===== config.mk =====
export PLATFORM = sky130hd
export DESIGN_NAME = pcbr_ctrl
export DESIGN_NICKNAME = d
export VERILOG_FILES = /design/src/hdl/pcbr_pkg.sv /design/src/hdl/pcbr_ctrl.sv
export VERILOG_INCLUDE_DIRS = /design/src /design/src/hdl
export SDC_FILE = /design/constraint.sdc
export NUM_CORES = 1
export LEC_CHECK = 0
export ABC_CLOCK_PERIOD_IN_PS = 4400
export BUFFER_PORTS_ARGS = -buffer_cell sky130_fd_sc_hd__buf_2
export CORE_UTILIZATION = 50
export CTS_CLUSTER_DIAMETER = 40
export DETAILED_ROUTE_END_ITERATION = 7
export HOLD_SLACK_MARGIN = 0.1
export PLACE_DENSITY_LB_ADDON = 0.12
export SYNTH_ARGS = -nofsm -noshare
export SYNTH_HDL_FRONTEND = slang
export SYNTH_SLANG_ARGS = --single-unit

===== constraint.sdc =====
create_clock -name clk -period 4.4 [get_ports clk]
set_input_delay 0.22 -clock clk [delete_from_list [all_inputs] [get_ports clk]]
set_output_delay 0.22 -clock clk [all_outputs]
set_load 0.01 [all_outputs]

===== src/hdl/polygon_center_and_bound_radius_core_defines.svh =====
// Assertion macros shared by the core's modules
`ifndef POLYGON_CENTER_AND_BOUND_RADIUS_CORE_DEFINES_SVH
`define POLYGON_CENTER_AND_BOUND_RADIUS_CORE_DEFINES_SVH

// Property checked on every clock edge outside reset
`define PCBR_ASSERT(lbl, prop, msg) \
    lbl: assert property (@(posedge clk) disable iff (!rst_n) (prop)) else $error(msg);

// Condition that must hold on the edge after the trigger
`define PCBR_ASSERT_NEXT(lbl, trig, cons, msg) \
    lbl: assert property (@(posedge clk) disable iff (!rst_n) (trig) |=> (cons)) else $error(msg);

`endif


===== src/hdl/pcbr_pkg.sv =====
package pcbr_pkg;

    localparam int MAX_VERTS_DEF = 16;
    localparam int COORD_W       = 32;
    localparam int RAD_W         = 32;
    localparam int CFG_IDX_W     = 3;
    localparam int SQRT_STEPS    = 32;

    typedef enum logic [1:0] {
        KIND_POINT,
        KIND_SEGMENT,
        KIND_BOX,
        KIND_POLY
    } shape_kind_t;

    localparam logic [CFG_IDX_W-1:0] CFG_CENTER_GIVEN = 3'd0;
    localparam logic [CFG_IDX_W-1:0] CFG_CENTER_X     = 3'd1;
    localparam logic [CFG_IDX_W-1:0] CFG_CENTER_Y     = 3'd2;
    localparam logic [CFG_IDX_W-1:0] CFG_RADIUS_GIVEN = 3'd3;
    localparam logic [CFG_IDX_W-1:0] CFG_RADIUS       = 3'd4;

    typedef enum logic [3:0] {
        S_LOAD,
        S_RD0,
        S_V0,
        S_RDK,
        S_VK,
        S_PRESET,
        S_DIVI,
        S_DIVS,
        S_DIVE,
        S_RDI,
        S_DIFF,
        S_MUL,
        S_ACC,
        S_SQI,
        S_SQS,
        S_FIN
    } ctrl_state_t;

    typedef enum logic [3:0] {
        OP_IDLE,
        OP_READ,
        OP_V0,
        OP_VK,
        OP_PRESET,
        OP_DIV_INIT,
        OP_DIV_STEP,
        OP_DIV_END,
        OP_DIFF,
        OP_MUL,
        OP_ACC_SEG,
        OP_ACC_MAX,
        OP_SQRT_INIT,
        OP_SQRT_STEP,
        OP_FINISH
    } dp_op_t;

    typedef struct packed {
        dp_op_t op;
        logic   load;
    } dp_cmd_t;

    typedef struct packed {
        shape_kind_t kind;
        logic        center_given;
        logic        radius_given;
        logic        out_free;
    } dp_status_t;

endpackage


===== src/hdl/pcbr_ctrl.sv =====
`include "polygon_center_and_bound_radius_core_defines.svh"
module pcbr_ctrl
    import pcbr_pkg::*;
#(
    parameter int MAX_VERTS = MAX_VERTS_DEF
) (
    input  logic                             clk,
    input  logic                             rst_n,
    input  logic                             in_valid,
    input  logic                             in_last,
    output logic                             in_ready,
    input  dp_status_t                       status,
    input  logic [$clog2(MAX_VERTS+1)-1:0]   count,
    output dp_cmd_t                          cmd,
    output logic [$clog2(MAX_VERTS)-1:0]     rd_addr
);
    localparam int IDXW = $clog2(MAX_VERTS);
    localparam int CNTW = $clog2(MAX_VERTS + 1);
    localparam int SUMW = COORD_W + CNTW;
    localparam int ITW  = $clog2(SUMW + 1);

    ctrl_state_t      state_reg, state_next;
    logic [ITW-1:0]   it_reg, it_next;
    logic [CNTW-1:0]  idx_reg, idx_next;
    logic [CNTW-1:0]  idx_inc;

    assign idx_inc = idx_reg + CNTW'(1);

    always_ff @(posedge clk or negedge rst_n)
    begin
        if (!rst_n)
        begin
            state_reg <= S_LOAD;
            it_reg    <= '0;
            idx_reg   <= '0;
        end
        else
        begin
            state_reg <= state_next;
            it_reg    <= it_next;
            idx_reg   <= idx_next;
        end
    end

    always_comb
    begin
        state_next = state_reg;
        case (state_reg)
            S_LOAD:   if (in_valid && in_last) state_next = S_RD0;
            S_RD0:    state_next = S_V0;
            S_V0:
            begin
                case (status.kind)
                    KIND_POINT:   state_next = S_FIN;
                    KIND_SEGMENT,
                    KIND_BOX:     state_next = S_RDK;
                    default:
                    begin
                        if (status.center_given)
                            state_next = S_PRESET;
                        else if (count == '0)
                            state_next = S_FIN;
                        else
                            state_next = S_DIVI;
                    end
                endcase
            end
            S_RDK:    state_next = S_VK;
            S_VK:     state_next = status.radius_given ? S_FIN : S_DIFF;
            S_PRESET: state_next = status.radius_given ? S_FIN : S_RDI;
            S_DIVI:   state_next = S_DIVS;
            S_DIVS:   if (it_reg == ITW'(SUMW - 1)) state_next = S_DIVE;
            S_DIVE:   state_next = status.radius_given ? S_FIN : S_RDI;
            S_RDI:    state_next = S_DIFF;
            S_DIFF:   state_next = S_MUL;
            S_MUL:    state_next = S_ACC;
            S_ACC:
            begin
                if (status.kind == KIND_POLY && idx_inc < count)
                    state_next = S_RDI;
                else
                    state_next = S_SQI;
            end
            S_SQI:    state_next = S_SQS;
            S_SQS:    if (it_reg == ITW'(SQRT_STEPS - 1)) state_next = S_FIN;
            S_FIN:    if (status.out_free) state_next = S_LOAD;
            default:  state_next = S_LOAD;
        endcase
    end

    always_comb
    begin
        cmd.op   = OP_IDLE;
        cmd.load = 1'b0;
        in_ready = 1'b0;
        rd_addr  = idx_reg[IDXW-1:0];
        it_next  = it_reg;
        idx_next = idx_reg;
        case (state_reg)
            S_LOAD:
            begin
                in_ready = 1'b1;
                cmd.load = in_valid;
            end
            S_RD0:
            begin
                cmd.op  = OP_READ;
                rd_addr = '0;
            end
            S_V0:
            begin
                cmd.op   = OP_V0;
                idx_next = '0;
            end
            S_RDK:
            begin
                cmd.op  = OP_READ;
                rd_addr = (status.kind == KIND_SEGMENT) ? IDXW'(1) : IDXW'(2);
            end
            S_VK:     cmd.op = OP_VK;
            S_PRESET: cmd.op = OP_PRESET;
            S_DIVI:
            begin
                cmd.op  = OP_DIV_INIT;
                it_next = '0;
            end
            S_DIVS:
            begin
                cmd.op  = OP_DIV_STEP;
                it_next = it_reg + ITW'(1);
            end
            S_DIVE:   cmd.op = OP_DIV_END;
            S_RDI:    cmd.op = OP_READ;
            S_DIFF:   cmd.op = OP_DIFF;
            S_MUL:    cmd.op = OP_MUL;
            S_ACC:
            begin
                if (status.kind == KIND_POLY)
                begin
                    cmd.op   = OP_ACC_MAX;
                    idx_next = idx_inc;
                end
                else
                begin
                    cmd.op = OP_ACC_SEG;
                end
            end
            S_SQI:
            begin
                cmd.op  = OP_SQRT_INIT;
                it_next = '0;
            end
            S_SQS:
            begin
                cmd.op  = OP_SQRT_STEP;
                it_next = it_reg + ITW'(1);
            end
            S_FIN:    if (status.out_free) cmd.op = OP_FINISH;
            default:  cmd.op = OP_IDLE;
        endcase
    end

    `PCBR_ASSERT_NEXT(a_last_starts, state_reg == S_LOAD && in_valid && in_last, state_reg == S_RD0, "last vertex did not start the result")
    `PCBR_ASSERT_NEXT(a_fin_holds, state_reg == S_FIN && !status.out_free, state_reg == S_FIN, "result dropped while output busy")
    `PCBR_ASSERT(a_loop_bound, idx_reg <= CNTW'(MAX_VERTS), "vertex scan ran past the store")
endmodule


==> results.md <==
- Synth warn: 0
- R2r worst-path depth: 9
- Die area: 2810 um2
- Starting density of the core: 52.5%
- CP Max Fanout: 23
- Die Y: 53.0 um
- Post-synth ARST share: 100%
- GRT Total Usage: 23.1%
- Seq/Total Area, Yosys: 28.8%
- First-pass GRT wire length: 4780 um
- IO Pins: 24
- Most frequent cells in the layout: 23 x buf_2, 20 x nand2_1, 15 x dfrtp_1, 12 x o21ai_0
- Routability Congestion: 0.822
- Share of layout cells above drive strength 1: 17.3%
- Count of final setup violators: 0
- Total routed wirelength: 2820 um
- CTS tree: yes
- CTS Root Cell: clkbuf_4
- CP required: 4.18 ns
- PortBufs: 23
- Avg Vias per Cell: 5.84
- LEAKAGE: 0.723 nW
- Distinct cell type count after synthesis: 46
- Status: completed
- EDFF count, synth: 0
- Worst Setup Path Type: reg -> out
- Crit path launch: state_reg[1]
- Hold crit path type: in -> reg
- Drt pass-1 iters: 4
- Slew Limit Fails: 0
- Clock transition at path regs: 0.08 ns
- Row count: 18
- Final min period: 2.10 ns
- Fin Clk Skew: 0.00744 ns
- RSZ-0062 raised after global routing: false
- Net Count, Synth: 190
- Period utilization: 47.7%
- Num CTS Buffers: 3
- DR iter-0 viols: 48
- Post-synth top area cell: dfrtp_1
- Crit end category: output pin
- Peak VDD IR: 0.332 mV
- Main flop type after synthesis: dfrtp_1
- Worst hold slack: 0.339 ns
- Area of the core: 2480 um2
- Max_slew headroom: 55.8%
- Via count: 1256
- Tightest Pin Transition: 0.662 ns
- Max Freq: 476 MHz
- Worst Setup EP: cmd[3]
- Layout area overhead: 11.9%
- Synth Cell Area: 1300 um2
- Initial antenna violation count: 0
- CP Launch Type: register
- Synth top area share: 28.8%
- Mapped Avg Cell Area: 7.89 um2
- Diodes inserted: 0
- Commonest non-fill, non-tap cell in the layout: buf_2
- Worst skew pair latency: 0.29 ns
- Buffer depth of the longest clock path: 2
- Maximum number of pins on one net before global-route repair: 24
- Gate Count Post-Synth: 165
- Final hold vios: 0
- Chip Width: 53.0 um
- # DRC: 0
- Post-CTS sizing: 0
- Dpl hpwl: 2110 um
- Max reg flops: 6
- Nets@finish: 211
- Vias in the first global route: 1065
- Yosys reg bits: 15
- Pwr Density: 558 nW/um2
- WL per Instance: 13.1 um
- R2R Path Start: idx_reg[0]
- Antenna-violating nets left: 0
- Synth top area cells: dfrtp_1 29%, ha_1 11%, nand2_1 5.8%, o21ai_0 4.6%, nand3_1 4.2%
- Post-CTS repair timing setup buffer count: 0
- Grt ovf: 0
- Reg-to-reg setup timing slack: 2.33 ns
- CP arrival: 1.88 ns
- Crit Reg-Reg Endpoint: state_reg[2]
- Max cap viols: 0
- Filler Cells Inserted: 234
- Clock Sinks: 15
- Fin Setup TNS: 0 ns
- H-tree depth reported by CTS: 1
==> metal layers <==
layer | vias up | track usage, % | wire, um
met2 | 37 | 37.1 | 1300
li1 | 624 | - | -
met1 | 592 | 32.9 | 1330
met5 | - | 0 | 0
met3 | 3 | 3.45 | 162
met4 | 0 | 3.95 | 21
==> critical path, stage by stage (launching register included) <==
cell and delay (ns):
dfrtp_1 0.77, nor2_1 0.26, a21boi_0 0.18, a221oi_1 0.22
buf_2 0.18
==> Yosys cell counts, types with 2 or more instances <==
master / number
clkbuf_1: 2
dfrtp_1: 15
a31oi_1: 2
nor2_1: 11
buf_1: 2
and2_1: 4
inv_1: 11
xnor2_1: 2
o21a_1: 2
o21ai_0: 12
nand3_1: 11
o22ai_1: 2
o21bai_1: 2
nand2_1: 20
nand2b_1: 4
ha_1: 11
a21boi_0: 2
buf_2: 4
a211oi_1: 2
xor2_1: 5
nand4_1: 4
a21oi_1: 9
a22oi_1: 2
nor3b_1: 2
==> cell type report <==
type	instances	area, um2	area share, %
Clock buffer	3	22.5	1.55
Clock inverter	1	5.00	0.344
Inverter	11	41.3	2.84
Multi-Input combinational cell	131	850	58.3
Sequential cell	15	375	25.8
Tap cell	30	37.5	2.58
Timing Repair Buffer	24	125	8.59
==> worst min-delay path by stage <==
stage,start,to,cells after the start
finish,status[2],state_reg[0],3
global route,status[2],state_reg[0],3
CTS,status[2],state_reg[0],3
detailed placement,rst_n,it_reg[4],1
global placement,rst_n,it_reg[1],1
floorplan,rst_n,idx_reg[0],0
==> through the flow <==
stage / power (mW) / std cells / instance area (um2) / utilization (%) / setup WS [ns]
6_report: 0.813 / 215 / 1460 / 58.8 / 2.30
5_1_grt: 0.908 / 215 / 1460 / 58.8 / 2.13
4_1_cts: 0.814 / 215 / 1460 / 58.8 / 2.30
3_5_place_dp: 0.732 / 210 / 1420 / 57.3 / 2.37
3_3_place_gp: 0.722 / 210 / 1420 / 57.3 / 2.44
2_1_floorplan: 0.617 / 165 / 1300 / - / 2.53
==> report_power, final <==
| group | switching (mW) | internal [mW] |
|---|---|---|
| Combinational | 0.226 | 0.205 |
| Sequential | 0.126 | 0.177 |
| Clock | 0.0448 | 0.0338 |
==> timing repair <==
action,4_1_cts,5_1_grt
hold endpoints to repair,15,0
hold buffers,1,0
endpoints found under the setup margin,0,0
==> cell families after synthesis <==
kind of cell | after synthesis | share of synthesized area (%)
fa+ha+maj | 11 | 10.6
xor+xnor | 7 | 4.71
buf+inv | 19 | 5.87
compound gates | 45 | 22.3
flops | 15 | 28.8
simple gates | 68 | 27.7
(Power assumes the default switching activity.)
